## src/hdl/substring_find_count_scanner_defines.svh

```systemverilog
// ---------------------------------------------------------------------------
// Substring scanner assertion macros
// Shared concurrent check wrappers; empty under synthesis.
// ---------------------------------------------------------------------------
`ifndef SUBSTRING_FIND_COUNT_SCANNER_DEFINES_SVH
`define SUBSTRING_FIND_COUNT_SCANNER_DEFINES_SVH

`ifndef SYNTHESIS
// Check outside reset, on clk
`define SSC_ASSERT(label, prop) \
  label: assert property (@(posedge clk) disable iff (!rst_n) prop) \
    else $error("substring scanner check failed");
// Check at every edge, reset included
`define SSC_ASSERT_RST(label, prop) \
  label: assert property (@(posedge clk) prop) \
    else $error("substring scanner reset check failed");
`else
`define SSC_ASSERT(label, prop)
`define SSC_ASSERT_RST(label, prop)
`endif

`endif

```

## src/hdl/ssc_pkg.sv

```systemverilog
// ---------------------------------------------------------------------------
// Substring scanner package
// Widths, register map codes, shared types and the pattern byte select.
// ---------------------------------------------------------------------------
package ssc_pkg;

  localparam int MAX_PAT = 16;                 // pattern bytes, window cells
  localparam int PIDX_W  = $clog2(MAX_PAT);    // pattern byte index
  localparam int LEN_W   = $clog2(MAX_PAT) + 1; // length, holds MAX_PAT
  localparam int IDX_W   = 16;                 // byte position
  localparam int POS_W   = IDX_W + 1;          // signed match position
  localparam int CNT_W   = 16;                 // match count
  localparam int DW      = 64;                 // config data width
  localparam int AW      = 6;                  // config address width
  localparam int RSEL_W  = 3;                  // register select, paddr[5:3]
  localparam int OUT_PAY_W  = 2 * POS_W + CNT_W;
  localparam int OUT_TDATA_W = ((OUT_PAY_W + 7) / 8) * 8;

  // register select codes
  localparam logic [RSEL_W-1:0] REG_PAT_LO  = 3'd0;
  localparam logic [RSEL_W-1:0] REG_PAT_HI  = 3'd1;
  localparam logic [RSEL_W-1:0] REG_PAT_LEN = 3'd2;
  localparam logic [RSEL_W-1:0] REG_FIRST   = 3'd3;
  localparam logic [RSEL_W-1:0] REG_FINAL   = 3'd4;
  localparam logic [RSEL_W-1:0] REG_TO_END  = 3'd5;

  typedef struct packed {
    logic [8*MAX_PAT-1:0] pattern;    // byte 0 in bits 7:0
    logic [LEN_W-1:0]     len;        // clamped to MAX_PAT
    logic [IDX_W-1:0]     range_first;
    logic [IDX_W-1:0]     range_final;
    logic                 to_end;
  } cfg_t;

  typedef struct packed {
    logic [POS_W-1:0] first_position;
    logic [POS_W-1:0] final_position;
    logic [CNT_W-1:0] match_total;
    logic             range_valid;
  } result_t;

  // select one pattern byte
  function automatic logic [7:0] pat_byte(input logic [8*MAX_PAT-1:0] pattern,
                                          input logic [PIDX_W-1:0] idx);
    return pattern[8*idx +: 8];
  endfunction

endpackage

```

## src/hdl/ssc_cell.sv

```systemverilog
// ---------------------------------------------------------------------------
// Substring scanner window cell
// Holds one window byte, shifts it on, compares the incoming byte.
// ---------------------------------------------------------------------------
module ssc_cell (
  input  logic       clk,
  input  logic       shift_en,
  input  logic [7:0] byte_in,
  input  logic [7:0] pat_byte_in,
  input  logic       cmp_en,
  output logic [7:0] byte_out,
  output logic       cmp_ok
);
  import ssc_pkg::*;

  logic [7:0] byte_r;

  // advance the window on each accepted beat
  always_ff @(posedge clk) begin
    if (shift_en) begin
      byte_r <= byte_in;
    end
  end

  assign byte_out = byte_r;

  // compare the byte that lands here this beat
  assign cmp_ok = !cmp_en || (byte_in == pat_byte_in);

endmodule

```

## src/hdl/ssc_cfg.sv

```systemverilog
// ---------------------------------------------------------------------------
// Substring scanner register file
// APB-style registers for the pattern and the search range.
// ---------------------------------------------------------------------------
module ssc_cfg (
  input  logic                   clk,
  input  logic                   rst_n,
  input  logic                   psel,
  input  logic                   penable,
  input  logic                   pwrite,
  input  logic [ssc_pkg::AW-1:0] paddr,
  input  logic [ssc_pkg::DW-1:0] pwdata,
  output logic [ssc_pkg::DW-1:0] prdata,
  output logic                   pready,
  output ssc_pkg::cfg_t          cfg
);
  import ssc_pkg::*;

  logic [DW-1:0]     pat_lo_r;
  logic [DW-1:0]     pat_hi_r;
  logic [LEN_W-1:0]  pat_len_r;
  logic [IDX_W-1:0]  first_r;
  logic [IDX_W-1:0]  final_r;
  logic              to_end_r;
  logic              wr_en;
  logic [RSEL_W-1:0] rsel;

  assign pready = 1'b1;
  assign wr_en  = psel && penable && pwrite;
  assign rsel   = paddr[AW-1:AW-RSEL_W];

  // write registers on the access phase
  always_ff @(posedge clk) begin
    if (!rst_n) begin
      pat_lo_r  <= '0;
      pat_hi_r  <= '0;
      pat_len_r <= '0;
      first_r   <= '0;
      final_r   <= '0;
      to_end_r  <= 1'b1;
    end else if (wr_en) begin
      unique case (rsel)
        REG_PAT_LO:  pat_lo_r  <= pwdata;
        REG_PAT_HI:  pat_hi_r  <= pwdata;
        REG_PAT_LEN: pat_len_r <= pwdata[LEN_W-1:0];
        REG_FIRST:   first_r   <= pwdata[IDX_W-1:0];
        REG_FINAL:   final_r   <= pwdata[IDX_W-1:0];
        REG_TO_END:  to_end_r  <= pwdata[0];
        default: ;
      endcase
    end
  end

  // read back
  always_comb begin
    unique case (rsel)
      REG_PAT_LO:  prdata = pat_lo_r;
      REG_PAT_HI:  prdata = pat_hi_r;
      REG_PAT_LEN: prdata = {{(DW-LEN_W){1'b0}}, pat_len_r};
      REG_FIRST:   prdata = {{(DW-IDX_W){1'b0}}, first_r};
      REG_FINAL:   prdata = {{(DW-IDX_W){1'b0}}, final_r};
      REG_TO_END:  prdata = {{(DW-1){1'b0}}, to_end_r};
      default:     prdata = '0;
    endcase
  end

  // clamp the length to the window size
  always_comb begin
    cfg.pattern     = {pat_hi_r, pat_lo_r};
    cfg.len         = (pat_len_r > LEN_W'(MAX_PAT)) ? LEN_W'(MAX_PAT) : pat_len_r;
    cfg.range_first = first_r;
    cfg.range_final = final_r;
    cfg.to_end      = to_end_r;
  end

endmodule

```

## src/hdl/ssc_tracker.sv

```systemverilog
// ---------------------------------------------------------------------------
// Substring scanner match tracker
// Counts positions, records match starts and builds the end-of-string result.
// ---------------------------------------------------------------------------
`include "substring_find_count_scanner_defines.svh"

module ssc_tracker (
  input  logic             clk,
  input  logic             rst_n,
  input  logic             beat,
  input  logic             last,
  input  logic             cells_ok,
  input  ssc_pkg::cfg_t    cfg,
  output logic             res_valid,
  output ssc_pkg::result_t res
);
  import ssc_pkg::*;

  logic [IDX_W-1:0] pos_r,  pos_nxt;
  logic [LEN_W-1:0] fill_r, fill_nxt, fill_upd;
  logic             left_v_r, left_v_nxt, left_v_upd;
  logic [IDX_W-1:0] left_r, left_nxt, left_upd;
  logic             right_v_r, right_v_nxt, right_v_upd;
  logic [IDX_W-1:0] right_r, right_nxt, right_upd;
  logic [CNT_W-1:0] cnt_r, cnt_nxt, cnt_upd;
  logic [IDX_W-1:0] allow_r, allow_nxt, allow_upd;
  logic             hit, in_range, rec;
  logic [IDX_W-1:0] start;
  logic [IDX_W:0]   allow_sum;
  logic             valid;
  logic [IDX_W-1:0] range_end;

  // window fill and match judgment for this byte
  always_comb begin
    fill_upd  = (fill_r == LEN_W'(MAX_PAT)) ? fill_r : fill_r + LEN_W'(1);
    hit       = (cfg.len != '0) && (fill_upd >= cfg.len) && cells_ok;
    start     = pos_r + IDX_W'(1) - IDX_W'(cfg.len);
    in_range  = (start >= cfg.range_first) && (cfg.to_end || pos_r <= cfg.range_final);
    rec       = hit && in_range;
    allow_sum = {1'b0, start} + (IDX_W+1)'(cfg.len);
  end

  // update match records
  always_comb begin
    left_v_upd  = left_v_r;
    left_upd    = left_r;
    right_v_upd = right_v_r;
    right_upd   = right_r;
    cnt_upd     = cnt_r;
    allow_upd   = allow_r;
    if (rec) begin
      if (!left_v_r) begin
        left_v_upd = 1'b1;
        left_upd   = start;
      end
      right_v_upd = 1'b1;
      right_upd   = start;
      if (start >= allow_r) begin
        if (cnt_r != '1) begin
          cnt_upd = cnt_r + CNT_W'(1);
        end
        allow_upd = allow_sum[IDX_W] ? '1 : allow_sum[IDX_W-1:0];
      end
    end
  end

  // range check and result at the final byte
  always_comb begin
    if (cfg.to_end) begin
      range_end = pos_r;
      valid     = cfg.range_first <= pos_r;
    end else begin
      range_end = cfg.range_final;
      valid     = (cfg.range_first <= cfg.range_final) && (cfg.range_final <= pos_r);
    end
    res_valid = beat && last;
    res.range_valid = valid;
    if (!valid) begin
      res.first_position = '1;
      res.final_position = '1;
      res.match_total    = '0;
    end else if (cfg.len == '0) begin
      res.first_position = {1'b0, cfg.range_first};
      res.final_position = {1'b0, range_end};
      res.match_total    = '0;
    end else begin
      res.first_position = left_v_upd  ? {1'b0, left_upd}  : '1;
      res.final_position = right_v_upd ? {1'b0, right_upd} : '1;
      res.match_total    = cnt_upd;
    end
  end

  // advance or clear the scan state
  always_comb begin
    pos_nxt     = pos_r;
    fill_nxt    = fill_r;
    left_v_nxt  = left_v_r;
    left_nxt    = left_r;
    right_v_nxt = right_v_r;
    right_nxt   = right_r;
    cnt_nxt     = cnt_r;
    allow_nxt   = allow_r;
    if (beat) begin
      if (last) begin
        pos_nxt     = '0;
        fill_nxt    = '0;
        left_v_nxt  = 1'b0;
        right_v_nxt = 1'b0;
        cnt_nxt     = '0;
        allow_nxt   = '0;
      end else begin
        pos_nxt     = pos_r + IDX_W'(1);
        fill_nxt    = fill_upd;
        left_v_nxt  = left_v_upd;
        left_nxt    = left_upd;
        right_v_nxt = right_v_upd;
        right_nxt   = right_upd;
        cnt_nxt     = cnt_upd;
        allow_nxt   = allow_upd;
      end
    end
  end

  always_ff @(posedge clk) begin
    if (!rst_n) begin
      pos_r     <= '0;
      fill_r    <= '0;
      left_v_r  <= 1'b0;
      right_v_r <= 1'b0;
      cnt_r     <= '0;
      allow_r   <= '0;
    end else begin
      pos_r     <= pos_nxt;
      fill_r    <= fill_nxt;
      left_v_r  <= left_v_nxt;
      right_v_r <= right_v_nxt;
      cnt_r     <= cnt_nxt;
      allow_r   <= allow_nxt;
    end
  end

  // match positions carry no reset
  always_ff @(posedge clk) begin
    left_r  <= left_nxt;
    right_r <= right_nxt;
  end

  `SSC_ASSERT(a_count_has_left, (cnt_r != '0) |-> left_v_r)
  `SSC_ASSERT(a_invalid_result, (res_valid && !res.range_valid) |-> (res.first_position == '1 && res.match_total == '0))

endmodule

```

## src/hdl/substring_find_count_scanner.sv

```systemverilog
// ---------------------------------------------------------------------------
// Substring find and count scanner
// Streams a byte string past a configured pattern and reports match stats.
// ---------------------------------------------------------------------------
// Usage:
//   in_*  : one text byte per beat in in_tdata[7:0]; in_tlast marks the
//           final byte of a string.
//   out_* : one result beat per string, registered when the final byte is
//           accepted (skid stage if held): first and last match start (-1 if
//           none), greedy non-overlapping match count, range_valid in tuser.
//   APB   : pattern bytes, length and search range; write between strings.
// Throughput is one byte per cycle while the skid stage is empty: a row of 16
// window cells shifts the text and compares all pattern bytes against it in
// parallel, and the tracker updates the match records in the same cycle.
// Reset clears the scan state and the output stage; registers return to
// an empty pattern with the range running to the end of the string.
// When the receiver stalls, a skid stage holds a second result; input
// stops only while both the output register and the skid stage are full.
// ---------------------------------------------------------------------------
`include "substring_find_count_scanner_defines.svh"

module substring_find_count_scanner (
  input  logic                            clk,
  input  logic                            rst_n,
  // text_byte [7:0]
  input  logic [7:0]                      in_tdata,
  input  logic                            in_tlast,
  input  logic                            in_tvalid,
  output logic                            in_tready,
  // first_position [16:0], final_position [33:17], match_total [49:34], zero pad
  output logic [ssc_pkg::OUT_TDATA_W-1:0] out_tdata,
  // range_valid [0]
  output logic                            out_tuser,
  output logic                            out_tvalid,
  input  logic                            out_tready,
  input  logic                            psel,
  input  logic                            penable,
  input  logic                            pwrite,
  input  logic [ssc_pkg::AW-1:0]          paddr,
  input  logic [ssc_pkg::DW-1:0]          pwdata,
  output logic [ssc_pkg::DW-1:0]          prdata,
  output logic                            pready
);
  import ssc_pkg::*;

  cfg_t       cfg;
  result_t    res;
  logic       res_valid;
  logic       beat;
  logic [7:0] chain [0:MAX_PAT-1];
  logic [MAX_PAT-1:0] cell_ok;

  result_t out_r,  out_nxt;
  result_t skid_r, skid_nxt;
  logic    out_valid_r,  out_valid_nxt;
  logic    skid_valid_r, skid_valid_nxt;
  logic    pop;

  ssc_cfg u_cfg (
    .clk     (clk),
    .rst_n   (rst_n),
    .psel    (psel),
    .penable (penable),
    .pwrite  (pwrite),
    .paddr   (paddr),
    .pwdata  (pwdata),
    .prdata  (prdata),
    .pready  (pready),
    .cfg     (cfg)
  );

  assign beat     = in_tvalid && in_tready;
  assign chain[0] = in_tdata;

  // window cells: cell k lines up with pattern byte len-1-k
  for (genvar k = 0; k < MAX_PAT; k++) begin : g_cell
    logic [LEN_W-1:0] pidx;
    logic             en;
    assign pidx = cfg.len - LEN_W'(1) - LEN_W'(k);
    assign en   = LEN_W'(k) < cfg.len;
    if (k < MAX_PAT - 1) begin : g_mid
      ssc_cell u_cell (
        .clk         (clk),
        .shift_en    (beat),
        .byte_in     (chain[k]),
        .pat_byte_in (pat_byte(cfg.pattern, pidx[PIDX_W-1:0])),
        .cmp_en      (en),
        .byte_out    (chain[k+1]),
        .cmp_ok      (cell_ok[k])
      );
    end else begin : g_end
      ssc_cell u_cell (
        .clk         (clk),
        .shift_en    (beat),
        .byte_in     (chain[k]),
        .pat_byte_in (pat_byte(cfg.pattern, pidx[PIDX_W-1:0])),
        .cmp_en      (en),
        .byte_out    (),
        .cmp_ok      (cell_ok[k])
      );
    end
  end

  ssc_tracker u_tracker (
    .clk       (clk),
    .rst_n     (rst_n),
    .beat      (beat),
    .last      (in_tlast),
    .cells_ok  (&cell_ok),
    .cfg       (cfg),
    .res_valid (res_valid),
    .res       (res)
  );

  // output register plus skid stage
  assign in_tready = !skid_valid_r;
  assign pop       = out_valid_r && out_tready;

  always_comb begin
    out_nxt        = out_r;
    skid_nxt       = skid_r;
    out_valid_nxt  = out_valid_r;
    skid_valid_nxt = skid_valid_r;
    if (skid_valid_r) begin
      if (pop) begin
        out_nxt        = skid_r;
        skid_valid_nxt = 1'b0;
      end
    end else if (!out_valid_r || pop) begin
      if (res_valid) begin
        out_nxt = res;
      end
      out_valid_nxt = res_valid;
    end else if (res_valid) begin
      skid_nxt       = res;
      skid_valid_nxt = 1'b1;
    end
  end

  always_ff @(posedge clk) begin
    if (!rst_n) begin
      out_valid_r  <= 1'b0;
      skid_valid_r <= 1'b0;
    end else begin
      out_valid_r  <= out_valid_nxt;
      skid_valid_r <= skid_valid_nxt;
    end
  end

  always_ff @(posedge clk) begin
    out_r  <= out_nxt;
    skid_r <= skid_nxt;
  end

  assign out_tvalid = out_valid_r;
  assign out_tuser  = out_r.range_valid;
  assign out_tdata  = {{(OUT_TDATA_W-OUT_PAY_W){1'b0}},
                       out_r.match_total, out_r.final_position, out_r.first_position};

  `SSC_ASSERT(a_skid_behind_out, skid_valid_r |-> out_valid_r)
  `SSC_ASSERT(a_skid_drains, (skid_valid_r && out_tready) |=> (out_valid_r && !skid_valid_r))
  `SSC_ASSERT_RST(a_reset_empties, !rst_n |=> (!out_valid_r && !skid_valid_r))

endmodule

```

## config.mk

```make
export PLATFORM = sky130hd
export DESIGN_NAME = substring_find_count_scanner
export DESIGN_NICKNAME = d
export VERILOG_FILES = /design/src/hdl/ssc_pkg.sv /design/src/hdl/ssc_cell.sv /design/src/hdl/ssc_cfg.sv /design/src/hdl/ssc_tracker.sv /design/src/hdl/substring_find_count_scanner.sv
export VERILOG_INCLUDE_DIRS = /design/src /design/src/hdl
export SDC_FILE = /design/constraint.sdc
export NUM_CORES = 1
export LEC_CHECK = 0
export BUFFER_PORTS_ARGS = -buffer_cell sky130_fd_sc_hd__buf_4
export CORE_AREA = 2 2 304 306
export CTS_CLUSTER_DIAMETER = 100
export DETAILED_ROUTE_END_ITERATION = 12
export DIE_AREA = 0 0 306 308
export GPL_TIMING_DRIVEN = 0
export PLACE_DENSITY = 0.57
export SLEW_MARGIN = 40
export SYNTH_ARGS = -nofsm -noshare
export SYNTH_HDL_FRONTEND = slang
export SYNTH_SLANG_ARGS = --single-unit
```

## constraint.sdc

```tcl
create_clock -name clk -period 7.4 [get_ports clk]
set_clock_uncertainty 0.15 [all_clocks]
set_input_delay 0.74 -clock clk [delete_from_list [all_inputs] [get_ports clk]]
set_output_delay 0.74 -clock clk [all_outputs]
set_load 0.1 [all_outputs]
```

==> insert_results.sql, run 1 <==
INSERT INTO impl_metrics (metric_group, metric, value, unit) VALUES
('synthesis', 'synth_largest_type_area_fraction', '0.248', ''),
('setup_path', 'max_stage_delay', '0.54', 'ns'),
('synthesis', 'ys_seq_elements', '477', ''),
('routing', 'detail_route.first_pass.iterations', '7', ''),
('routing', 'dr.first_iter.drc_count', '3207', ''),
('routing', 'viasPerCell', '5.95', ''),
('power', 'netSwitchingPower', '0.00186', 'W'),
('clock_tree', 'h-tree-depth', '2', ''),
('setup_path', 'worstSetupStartpointType', 'flip-flop', ''),
('die', 'die_x', '306', 'µm'),
('clock_tree', 'tritoncts_num_sinks', '477', ''),
('timing', 'final-setup-viol-count', '0', ''),
('synthesis', 'synth_enable_flop_cells', '254', ''),
('clock_tree', 'root_buffer', 'sky130_fd_sc_hd__clkbuf_16', ''),
('placed_design', 'number_of_port_buffers', '195', ''),
('synthesis', 'synth_top_cells_by_area', 'sky130_fd_sc_hd__edfxtp_1 (25%), sky130_fd_sc_hd__dfxtp_1 (14%), sky130_fd_sc_hd__mux2i_1 (9.4%)', ''),
('power', 'p_leak', '13.6', 'nW'),
('timing', 'final_min_period_over_clock_period', '0.959', ''),
('synthesis', 'synth_most_common_cell', 'sky130_fd_sc_hd__nand2_1', ''),
('timing', 'report.final.slew_viol_count', '0', ''),
('power', 'p_int', '0.00472', 'W'),
('timing', 'hold-worst-slack', '0.184', 'ns'),
('routing', 'route.layer.met1.wl', '55600', 'µm'),
('synthesis', 'avgSynthCellArea', '9.94', 'µm²'),
('routing', 'met2WireLength', '55700', 'µm'),
('timing', 'setup_tns', '0', 'ns'),
('power', 'netSwitchingFraction', '0.282', ''),
('global_routing', 'grt_first_pass_wirelength', '186000', 'µm'),
('synthesis', 'post_synth_instance_area', '30800', 'µm²'),
('clock_tree', 'cts_made_buffers', '52', ''),
('global_routing', 'grt_max_degree', '41', ''),
('global_routing', 'grt_overflow_total', '0', ''),
('synthesis', 'asyncSetResetFlopFracSynth', '0', ''),
('routing', 'final_antenna_net_count', '0', ''),
('timing', 'rel_slew_slack', '0.351', ''),
('power', 'vdd.ir_drop.worst', '185', 'µV'),
('routing', 'detailroute.via_count', '27400', ''),
('die', 'floorplan.io_pins', '210', ''),
('final_layout', 'final_area', '36300', 'µm²'),
('synthesis', 'synth_warnings', '0', ''),
('routing', 'routed.top_layer', 'met5', ''),
('setup_path', 'crit_path_top_delay_cell', 'sky130_fd_sc_hd__clkbuf_1', ''),
('placed_design', 'gp_routability_congestion', '1.00', ''),
('setup_path', 'critical_path_peak_fanout', '11', ''),
('timing', 'finalWorstPathRequiredPeriod', '7.09', 'ns'),
('final_layout', 'drive_above_1_share', '0.185', ''),
('routing', 'wire_length_on_met3', '12300', 'µm'),
('routing', 'drt-wirelength-per-cell', '28.5', 'µm'),
('setup_path', 'crit_type', 'reg2reg', ''),
('routing', 'remaining_drc_errors', '0', ''),
('clock_tree', 'post_cts_hold_buffer_count', '0', ''),
('setup_path', 'cp_endpoint_kind', 'flip-flop', ''),
('timing', 'max_slew.worst_pin.slew', '0.971', 'ns'),
('synthesis', 'netlist_instances', '3096', ''),
('final_layout', 'fillCellCount', '9086', ''),
('clock_tree', 'clkTransAtPathRegs', '0.06', 'ns'),
('status', 'outcome', 'complete, no violations', ''),
('synthesis', 'synth_flop_cell', 'sky130_fd_sc_hd__edfxtp_1', ''),
('placed_design', 'placement.cell_area', '34200', 'µm²'),
('global_routing', 'grt_antenna_before_repair', '4', ''),
('die', 'rows', '111', ''),
('synthesis', 'number_of_different_library_cells_in_the_post_synthesis_netlist', '79', ''),
('setup_path', 'worst_ep_required_time', '7.62', 'ns'),
('timing', 'timing.final.ws_setup', '0.307', 'ns'),
('routing', 'totalWireLength', '131000', 'µm'),
('power', 'design_power_total', '0.00658', 'W'),
('die', 'fp.coreArea', '91000', 'µm²'),
('clock_tree', 'tritoncts_clock_tree', 'done', ''),
('clock_tree', 'clkLatencyLatePin', '0.64', 'ns'),
('synthesis', 'post_synth_most_frequent_cells', 'sky130_fd_sc_hd__nand2_1 (425), sky130_fd_sc_hd__mux2i_1 (288), sky130_fd_sc_hd__a21oi_1 (261)', ''),
('timing', 'fmax', '141', 'MHz');
[flip-flops by register name, indices dropped and copies added, names as in the netlist, 50 cells and up]
| signal | cells |
|---|---|
| g_cell.g_mid.u_cell.byte_out | 120 |
| out_tdata | 50 |
| skid_r | 51 |
| u_cfg.pat_hi_r | 64 |
| u_cfg.pat_lo_r | 64 |
[routing by layer]
| layer | track usage | vias to the layer above |
|---|---|---|
| met3 | 0.0561 | 314 |
| met2 | 0.405 | 1395 |
| li1 | - | 12100 |
| met5 | 0 | - |
| met1 | 0.374 | 13600 |
| met4 | 0.131 | 4 |
[repair_timing]
action | in CTS | in global routing
gates resized for setup | 29 | 26
setup buffers | 3 | 2
pin swaps | 2 | 1
setup endpoints to repair | 166 | 149
hold endpoints to repair | 0 | 0
[power groups by stage]
stage / Combinational, W / Sequential (W) / Clock, W
floorplan: 0.000433 / 0.00315 / 0
global placement: 0.000837 / 0.00304 / 0
detailed placement: 0.000860 / 0.00303 / 0
CTS: 0.000867 / 0.00298 / 0.00276
global route: 0.000939 / 0.00298 / 0.00286
finish: 0.000882 / 0.00298 / 0.00272
[area by class of cell]
class	instances	area, µm²	area share
repair buffers	218	1740	0.0481
diodes	1	2.50	0.0000690
well taps	1186	1480	0.0409
clock inverters	22	234	0.00645
plain buffers	220	996	0.0275
inverters	107	408	0.0112
multi-input cells	2294	17800	0.490
clock buffers	76	1530	0.0421
flip-flops and latches	477	12100	0.334
[worst paths after layout]
kind         depth (start not counted)                 from                   to  slack, ns
max                                 24   u_cfg.pat_len_r[4]        out_tdata[26]       0.31
min                                  2           out_tready         skid_valid_r       0.18
max reg2reg                         24   u_cfg.pat_len_r[4]        out_tdata[26]       0.31
min reg2reg                          2  u_tracker.right_v_r  u_tracker.right_v_r       0.30
[critical path: cells and delay by family, from the launching register on]
family	cells	cell delay, ns
AO/OA/AOI/OAI	9	1.83
XOR/XNOR	1	0.24
adder cells (fa/ha/maj)	2	0.72
buffers and inverters	7	2.10
flip-flops	1	0.41
multiplexers	1	0.39
AND/OR/NAND/NOR	4	0.94
[cells in the final DEF (no fill, tap or decap), drive strengths merged, types with 7 or more instances in the layout]
cell,synthesis,layout
ha,107,107
mux2i,290,290
nor2b,20,20
mux2,53,53
o31ai,20,20
nand3,57,57
and3b,9,9
a2111oi,17,17
o21a,16,16
o22ai,57,57
xnor2,121,121
a21o,38,38
nand2b,17,17
a31oi,7,7
a2bb2oi,17,17
edfxtp,254,254
a21oi,262,262
conb,2,7
clkbuf,162,238
nor3,32,32
a221o,11,11
a22oi,18,18
nand2,425,425
and3,29,29
clkinv,2,16
mux4,113,113
a211oi,27,27
inv,105,108
xor2,50,50
dfxtp,223,223
nor4,24,24
buf,61,273
o21ai,116,116
nand4,39,39
or3,10,10
nor2,139,139
a22o,65,65
o211ai,11,11
[metrics by stage]
step | std cells | util
after floorplan | 3101 | -
after CTS | 4600 | 0.397
final | 4601 | 0.399
after detailed placement | 4500 | 0.376
after global routing | 4600 | 0.399
after global placement | 4482 | 0.371
[logic make-up (layout without fill, tap and decap cells)]
family | Yosys count | in the layout | synth area share
AOI/OAI and AO/OA | 720 | 720 | 0.149
xor gates and xnor gates | 171 | 171 | 0.0499
adders and majority gates | 108 | 108 | 0.0441
buffers and inverters | 330 | 643 | 0.0436
DFF | 477 | 477 | 0.393
muxes | 456 | 456 | 0.197
other | 2 | 8 | 0.000244
and+or+nand+nor | 832 | 832 | 0.124
Power figures use the tool's default switching activity.
==> run 2: changes to the inputs <==
--- a/config.mk
+++ b/config.mk
@@ -6,13 +6,13 @@
 export SDC_FILE = /design/constraint.sdc
 export NUM_CORES = 1
 export LEC_CHECK = 0
-export BUFFER_PORTS_ARGS = -buffer_cell sky130_fd_sc_hd__buf_4
 export CORE_AREA = 2 2 304 306
 export CTS_CLUSTER_DIAMETER = 100
 export DETAILED_ROUTE_END_ITERATION = 12
 export DIE_AREA = 0 0 306 308
+export DONT_BUFFER_PORTS = 1
 export GPL_TIMING_DRIVEN = 0
-export PLACE_DENSITY = 0.57
+export PLACE_DENSITY = 0.54
 export SLEW_MARGIN = 40
 export SYNTH_ARGS = -nofsm -noshare
 export SYNTH_HDL_FRONTEND = slang
==> run 2 against run 1 <==
Global-route usage fell by 0.78 points. Die area did not move. Sequential power rose by 3%. Design area fell by 2.2%. Cell count fell by 3.8%. First-iteration DRC count fell by 2.2%. Worst hold slack got worse by 0.12 ns. Sequential share of layout area rose by 0.74 points. Critical path type unchanged. Critical endpoint is now out_tdata[24]. Largest power group unchanged.
==> insert_results.sql, run 2 (synthesized netlist as in run 1, its figures left out) <==
INSERT INTO impl_metrics (metric_group, metric, value, unit) VALUES
('hold_path', 'holdPathStages', '2', ''),
('placed_design', 'placement.cell_area', '33400', 'µm²'),
('routing', 'routed.top_layer', 'met4', ''),
('setup_path', 'rr_startpoint', 'u_cfg.pat_len_r[4]', ''),
('routing', 'route.layer.met1.wl', '53100', 'µm'),
('routing', 'viasPerCell', '6.03', ''),
('final_layout', 'antenna_cell_count', '0', ''),
('final_layout', 'final_common_cell', 'sky130_fd_sc_hd__nand2_1', ''),
('setup_path', 'timing.reg2reg.setup_slack', '0.34', 'ns'),
('clock_tree', 'tritoncts_num_sinks', '477', ''),
('clock_tree', 'clkTransAtPathRegs', '0.07', 'ns'),
('final_layout', 'final_area', '35500', 'µm²'),
('timing', 'finalWorstPathRequiredPeriod', '7.06', 'ns'),
('placed_design', 'gp_routability_congestion', '1.05', ''),
('setup_path', 'crit_type', 'reg2reg', ''),
('timing', 'fmax', '142', 'MHz'),
('clock_tree', 'root_buffer', 'sky130_fd_sc_hd__clkbuf_16', ''),
('clock_tree', 'post_cts_hold_buffer_count', '0', ''),
('setup_path', 'worstRegToRegCells', '23', ''),
('routing', 'detail_route.first_pass.iterations', '6', ''),
('timing', 'final_min_period_over_clock_period', '0.954', ''),
('die', 'rows', '111', ''),
('timing', 'report.final.slew_viol_count', '0', ''),
('timing', 'rel_slew_slack', '0.369', ''),
('status', 'outcome', 'complete, no violations', ''),
('setup_path', 'cp_endpoint_kind', 'flip-flop', ''),
('setup_path', 'crit_path_top_delay_cell', 'sky130_fd_sc_hd__clkbuf_2', ''),
('timing', 'rsz0062_at_grt', 'false', ''),
('setup_path', 'crit_chain', 'clkbuf_1 > clkbuf_2 > inv_1 > clkbuf_2 > ha_1 > nor2b_1 > nor3_4 > and2_1 > a21oi_1 > a32oi_1 > xnor2_2 > ha_1 > a21o_1 > a21o_1 > a21oi_1 > o21ai_0 > a21oi_2 > nand4b_1 > buf_4 > buf_4 > mux2_2 > o21ai_0 > a2bb2oi_1', ''),
('hold_path', 'hold_end', 'u_cfg.pat_lo_r[52]', ''),
('setup_path', 'worstSetupStartpointType', 'flip-flop', ''),
('die', 'die_height', '308', 'µm'),
('global_routing', 'grt_overflow_total', '0', ''),
('power', 'vdd.ir_drop.worst', '191', 'µV'),
('power', 'p_leak', '12.9', 'nW'),
('setup_path', 'max_stage_delay', '0.50', 'ns'),
('clock_tree', 'cts_made_buffers', '51', ''),
('routing', 'met2WireLength', '54600', 'µm'),
('final_layout', 'final_nets', '3389', ''),
('global_routing', 'number_of_global_route_vias_before_repair', '25000', ''),
('die', 'fp.coreArea', '91000', 'µm²'),
('routing', 'wire_length_on_met3', '12400', 'µm'),
('global_routing', 'globalRouteTotalUtil', '0.263', ''),
('global_routing', 'grt_max_degree', '41', ''),
('routing', 'drt-wirelength-per-cell', '28.9', 'µm'),
('routing', 'remaining_drc_errors', '0', ''),
('clock_tree', 'tritoncts_clock_tree', 'done', ''),
('clock_tree', 'clkLatencyLatePin', '0.64', 'ns'),
('placed_design', 'detailedPlacementHpwl', '99500', 'µm'),
('power', 'power.density_cell_area', '182', 'nW/µm²'),
('flow_run', 'drv.max_cap_violation_count', '0', ''),
('setup_path', 'critical_path.reg2reg.endpoint', 'out_tdata[24]', ''),
('routing', 'final_antenna_net_count', '0', ''),
('final_layout', 'fillCellCount', '9026', ''),
('final_layout', 'mostFrequentLayoutCells', 'sky130_fd_sc_hd__nand2_1 (425), sky130_fd_sc_hd__mux2i_1 (287), sky130_fd_sc_hd__a21oi_1 (255), sky130_fd_sc_hd__edfxtp_1 (254), sky130_fd_sc_hd__dfxtp_1 (221)', ''),
('timing', 'max_slew.worst_pin.slew', '0.943', 'ns'),
('setup_path', 'worst_ep_required_time', '7.62', 'ns'),
('placed_design', 'number_of_port_buffers', '0', ''),
('die', 'die_x', '306', 'µm'),
('routing', 'dr.first_iter.drc_count', '3136', ''),
('die', 'floorplan.io_pins', '210', ''),
('timing', 'finalHoldViolCount', '0', ''),
('routing', 'detailroute.via_count', '26700', ''),
('routing', 'totalWireLength', '128000', 'µm'),
('power', 'design_power_total', '0.00646', 'W'),
('hold_path', 'hold_start', 'pwdata[52]', ''),
('final_layout', 'largest_register_ffs', '120', ''),
('setup_path', 'critical_path_peak_fanout', '11', ''),
('final_layout', 'syn_to_final_growth', '15.2', '%'),
('timing', 'final-setup-viol-count', '0', ''),
('global_routing', 'grt_antenna_before_repair', '0', ''),
('die', 'floorplan.die_area', '94200', 'µm²'),
('clock_tree', 'cts_max_path_buffers', '3', ''),
('global_routing', 'grt_first_pass_wirelength', '181000', 'µm'),
('clock_tree', 'h-tree-depth', '2', ''),
('final_layout', 'drive_above_1_share', '0.159', ''),
('hold_path', 'worst_hold_path_type', 'in2reg', ''),
('die', 'initial_core_utilization', '0.338', ''),
('setup_path', 'worst-endpoint-arrival', '7.28', 'ns');
[run 2: metal layers]
| layer | up-vias | GRT usage |
|---|---|---|
| met3 | 377 | 0.0599 |
| met2 | 1488 | 0.398 |
| met4 | 0 | 0.134 |
| met1 | 13100 | 0.352 |
| met5 | - | 0 |
| li1 | 11700 | - |
[run 2: worst max path at each step]
stage | to | start | slack (ns)
5_1_grt | out_tdata[48] | u_cfg.pat_len_r[4] | 0.01
3_5_place_dp | skid_r[47] | u_cfg.pat_len_r[0] | -1.83
6_report | out_tdata[24] | u_cfg.pat_len_r[4] | 0.34
2_1_floorplan | u_tracker.left_r[10] | u_cfg.pat_len_r[4] | 0.44
4_1_cts | out_tdata[32] | u_cfg.pat_len_r[0] | 0.01
3_3_place_gp | skid_r[49] | u_cfg.pat_len_r[4] | -1.92
[run 2: critical path: cells and delay by family (launching register included)]
| kind | cells | cell delay, ns |
|---|---|---|
| xor+xnor | 1 | 0.24 |
| fa+ha+maj | 2 | 0.75 |
| simple gates | 4 | 0.97 |
| compound gates | 9 | 1.98 |
| flops | 1 | 0.41 |
| buf+inv | 6 | 1.90 |
| mux | 1 | 0.37 |
[run 2: area by class of cell]
| class | instances | area, µm² | share of cell area |
|---|---|---|---|
| well taps | 1186 | 1480 | 0.0418 |
| inverters | 107 | 405 | 0.0114 |
| clock buffers | 66 | 1410 | 0.0397 |
| clock inverters | 30 | 259 | 0.00730 |
| flip-flops and latches | 477 | 12100 | 0.341 |
| plain buffers | 222 | 1010 | 0.0284 |
| multi-input cells | 2294 | 17900 | 0.504 |
| repair buffers | 42 | 931 | 0.0262 |
[run 2: power breakdown]
part	leakage (nW)	switching, W	internal, W
sequential	4.25	0.000157	0.00290
combinational	7.85	0.000508	0.000269
clock	0.826	0.00117	0.00145
total	12.9	0.00184	0.00463
[run 2: what timing repair did]
action                     4_1_cts  5_1_grt
resized for setup               25       37
setup endpoints to repair      166      144
pin swaps                        1        1
buffers inserted                 2        2
hold endpoints to repair         0        0
[run 2: stage by stage]
stage | util | worst slack (ns) | hold WS [ns] | setup TNS (ns) | cells
after global routing | 0.390 | 0.0121 | 0.0460 | 0 | 4424
after floorplan | - | 0.437 | 0.276 | 0 | 3101
after CTS | 0.387 | 0.0125 | 0.0387 | 0 | 4417
after global placement | 0.355 | -1.92 | 0.292 | -334.92 | 4287
final | 0.390 | 0.338 | 0.0627 | 0 | 4424
after detailed placement | 0.367 | -1.83 | 0.293 | -241.14 | 4320
==> run 3: changes to the inputs <==
--- a/config.mk
+++ b/config.mk
@@ -13,6 +13,7 @@
 export DONT_BUFFER_PORTS = 1
 export GPL_TIMING_DRIVEN = 0
 export PLACE_DENSITY = 0.54
+export SETUP_SLACK_MARGIN = 0.5
 export SLEW_MARGIN = 40
 export SYNTH_ARGS = -nofsm -noshare
 export SYNTH_HDL_FRONTEND = slang
==> run 3 against run 2 <==
Worst setup slack better by 0.39 ns. Utilization is 0.46 points higher. Power is 3.5% higher. Critical path type unchanged. Design area is 1.2% higher. Worst hold slack worse by 0.011 ns. Global-route usage is 0.22 points higher.
==> insert_results.sql, run 3 (synthesized netlist as in run 1, its figures left out) <==
INSERT INTO impl_metrics (metric_group, metric, value, unit) VALUES
('power', 'power.density_cell_area', '186', 'nW/µm²'),
('die', 'floorplan.io_pins', '210', ''),
('status', 'outcome', 'complete, no violations', ''),
('global_routing', 'globalRouteTotalUtil', '0.266', ''),
('die', 'rows', '111', ''),
('routing', 'drt-wirelength-per-cell', '29.1', 'µm'),
('timing', 'final-setup-viol-count', '0', ''),
('die', 'initial_core_utilization', '0.338', ''),
('power', 'p_leak', '13.1', 'nW'),
('timing', 'final_min_period_over_clock_period', '0.901', ''),
('power', 'power_frac_clock', '0.425', ''),
('clock_tree', 'clkTransAtPathRegs', '0.06', 'ns'),
('timing', 'setup_tns', '0', 'ns'),
('die', 'fp.coreArea', '91000', 'µm²'),
('hold_path', 'holdPathStages', '0', ''),
('setup_path', 'cp_endpoint_kind', 'flip-flop', ''),
('die', 'die_x', '306', 'µm'),
('global_routing', 'grt_overflow_total', '0', ''),
('final_layout', 'finish.cell_count_without_fillers', '4436', ''),
('placed_design', 'placement.cell_area', '33400', 'µm²'),
('final_layout', 'syn_to_final_growth', '16.6', '%'),
('final_layout', 'fillCellCount', '8930', ''),
('setup_path', 'worstSetupStartpointType', 'flip-flop', ''),
('final_layout', 'final_nets', '3400', ''),
('clock_tree', 'tritoncts_clock_tree', 'done', ''),
('timing', 'finalHoldViolCount', '0', ''),
('setup_path', 'crit_type', 'reg2reg', ''),
('global_routing', 'grt_first_pass_wirelength', '182000', 'µm'),
('flow_run', 'drv.max_cap_violation_count', '0', ''),
('final_layout', 'largest_register_ffs', '120', ''),
('final_layout', 'mostFrequentLayoutCells', 'sky130_fd_sc_hd__nand2_1 (425), sky130_fd_sc_hd__mux2i_1 (276), sky130_fd_sc_hd__a21oi_1 (255), sky130_fd_sc_hd__edfxtp_1 (254), sky130_fd_sc_hd__dfxtp_1 (221)', ''),
('setup_path', 'worst-endpoint-arrival', '6.88', 'ns'),
('final_layout', 'final_common_cell', 'sky130_fd_sc_hd__nand2_1', ''),
('power', 'vdd.ir_drop.worst', '148', 'µV'),
('clock_tree', 'cts_made_buffers', '53', ''),
('placed_design', 'pre_cts_slack', '-1.79', 'ns'),
('setup_path', 'cp.buffers_inverters', '10', ''),
('routing', 'remaining_drc_errors', '0', ''),
('timing', 'timing.final.ws_setup', '0.732', 'ns'),
('clock_tree', 'tritoncts_num_sinks', '477', ''),
('timing', 'rel_slew_slack', '0.386', ''),
('setup_path', 'critical_path_depth', '23', ''),
('timing', 'max_slew.worst_pin.slew', '0.912', 'ns'),
('power', 'p_int', '0.00484', 'W'),
('placed_design', 'detailedPlacementHpwl', '101000', 'µm'),
('clock_tree', 'post_cts_hold_buffer_count', '0', ''),
('power', 'seq_pwr_share', '0.459', ''),
('routing', 'routed.top_layer', 'met4', ''),
('power', 'comb_power_share', '0.115', ''),
('placed_design', 'number_of_port_buffers', '0', ''),
('routing', 'final_antenna_net_count', '0', ''),
('timing', 'finalWorstPathRequiredPeriod', '6.67', 'ns'),
('power', 'netSwitchingPower', '0.00185', 'W'),
('setup_path', 'library_cell_appearing_most_often_on_the_critical_path', 'sky130_fd_sc_hd__buf_6', ''),
('setup_path', 'crit_path_top_delay_cell', 'sky130_fd_sc_hd__nor4_1', ''),
('setup_path', 'critPathTopFamily', 'buffers and inverters', ''),
('setup_path', 'worstRegToRegCells', '23', ''),
('routing', 'met2WireLength', '55400', 'µm'),
('routing', 'detailroute.via_count', '26700', ''),
('setup_path', 'worst_ep_required_time', '7.61', 'ns'),
('timing', 'report.final.slew_viol_count', '0', ''),
('global_routing', 'grt_antenna_before_repair', '2', ''),
('routing', 'viasPerCell', '6.02', ''),
('power', 'netSwitchingFraction', '0.277', ''),
('clock_tree', 'root_buffer', 'sky130_fd_sc_hd__clkbuf_16', ''),
('routing', 'route.layer.met1.wl', '53500', 'µm'),
('placed_design', 'gp_routability_congestion', '1.02', ''),
('clock_tree', 'clkLatencyLatePin', '0.65', 'ns'),
('global_routing', 'number_of_global_route_vias_before_repair', '25000', ''),
('routing', 'totalWireLength', '129000', 'µm'),
('setup_path', 'critical_path_peak_fanout', '11', ''),
('routing', 'dr.first_iter.drc_count', '3417', ''),
('clock_tree', 'h-tree-depth', '2', ''),
('clock_tree', 'cts_max_path_buffers', '3', ''),
('timing', 'rsz0062_at_grt', 'true', ''),
('setup_path', 'crit_chain', 'nor2b_1 > buf_6 > inv_2 > buf_2 > buf_6 > buf_4 > ha_1 > xnor2_4 > buf_4 > buf_2 > mux2i_1 > mux4_2 > xor2_1 > nor4_1 > a22oi_1 > nor4_1 > nand4b_1 > buf_12 > buf_6 > buf_6 > nor4_2 > mux2i_1 > a22oi_1', ''),
('routing', 'detail_route.first_pass.iterations', '6', ''),
('timing', 'fmax', '150', 'MHz'),
('final_layout', 'final_area', '35900', 'µm²'),
('setup_path', 'max_stage_delay', '0.78', 'ns'),
('final_layout', 'drive_above_1_share', '0.170', ''),
('routing', 'wire_length_on_met3', '12800', 'µm'),
('placed_design', 'place_inst', '4322', ''),
('die', 'floorplan.die_area', '94200', 'µm²'),
('global_routing', 'grt_max_degree', '42', ''),
('hold_path', 'worst_hold_path_type', 'in2reg', ''),
('final_layout', 'final_core_util', '0.394', ''),
('die', 'die_height', '308', 'µm');
run 3: cell types whose count changed in the layout (fill, tap and decap cells not counted), sizes merged:
cell,delta
clkinv,-6
clkdlybuf4s18,+2
clkinvlp,-3
clkbuf,+1
buf,+11
inv,+2
diode,+1
bufinv,+4
run 3: layout make-up:
cell class	count	area (µm²)	area share
antenna	1	2.50	0.0000697
sequential	477	12100	0.337
buffer	223	1060	0.0296
tap	1186	1480	0.0414
timing repair buffer	50	947	0.0264
clock inverter	27	352	0.00980
inverter	107	408	0.0114
clock buffer	71	1490	0.0416
multi-input combinational	2294	18000	0.503
run 3: metrics by stage:
stage / hold slack [ns] / power [W]
after floorplan: 0.276 / 0.00358
after global placement: 0.286 / 0.00380
after detailed placement: 0.297 / 0.00386
after global routing: 0.0313 / 0.00688
after CTS: 0.0310 / 0.00670
final: 0.0516 / 0.00669
run 3: power by group through the flow:
stage | Clock (W) | Sequential [W] | Combinational (W)
floorplan | 0 | 0.00315 | 0.000433
global placement | 0 | 0.00320 | 0.000604
detailed placement | 0 | 0.00313 | 0.000729
CTS | 0.00288 | 0.00308 | 0.000743
global route | 0.00298 | 0.00308 | 0.000823
finish | 0.00285 | 0.00307 | 0.000772
run 3: final timing paths:
check	from	to	slack, ns
setup / recovery	u_cfg.pat_len_r[0]	out_tdata[48]	0.73
hold / removal	in_tdata[6]	g_cell[0].g_mid.u_cell.byte_out[6]	0.05
setup reg to reg	u_cfg.pat_len_r[0]	out_tdata[48]	0.73
hold reg to reg	u_tracker.right_v_r	u_tracker.right_v_r	0.31
run 3: repair_timing:
| action | 4_1_cts | 5_1_grt |
|---|---|---|
| pin swaps | 6 | 1 |
| setup buffers | 9 | 3 |
| resized for setup | 65 | 47 |
| setup endpoints to repair | 166 | 149 |
run 3: worst reg2reg max path, stage by stage (launching register included):
cell and delay [ns]:
sky130_fd_sc_hd__dfxtp_2 0.35, sky130_fd_sc_hd__nor2b_1 0.15, sky130_fd_sc_hd__buf_6 0.16, sky130_fd_sc_hd__inv_2 0.08
sky130_fd_sc_hd__buf_2 0.29, sky130_fd_sc_hd__buf_6 0.25, sky130_fd_sc_hd__buf_4 0.26, sky130_fd_sc_hd__ha_1 0.32
sky130_fd_sc_hd__xnor2_4 0.19, sky130_fd_sc_hd__buf_4 0.22, sky130_fd_sc_hd__buf_2 0.33, sky130_fd_sc_hd__mux2i_1 0.16
sky130_fd_sc_hd__mux4_2 0.52, sky130_fd_sc_hd__xor2_1 0.16, sky130_fd_sc_hd__nor4_1 0.78, sky130_fd_sc_hd__a22oi_1 0.22
sky130_fd_sc_hd__nor4_1 0.32, sky130_fd_sc_hd__nand4b_1 0.18, sky130_fd_sc_hd__buf_12 0.18, sky130_fd_sc_hd__buf_6 0.17
sky130_fd_sc_hd__buf_6 0.17, sky130_fd_sc_hd__nor4_2 0.36, sky130_fd_sc_hd__mux2i_1 0.28, sky130_fd_sc_hd__a22oi_1 0.12
run 3: layer usage:
metal / track usage / up-vias
met3: 0.0612 / 338
met4: 0.127 / 0
met1: 0.361 / 13100
li1: - / 11700
met2: 0.398 / 1511
met5: 0 / -
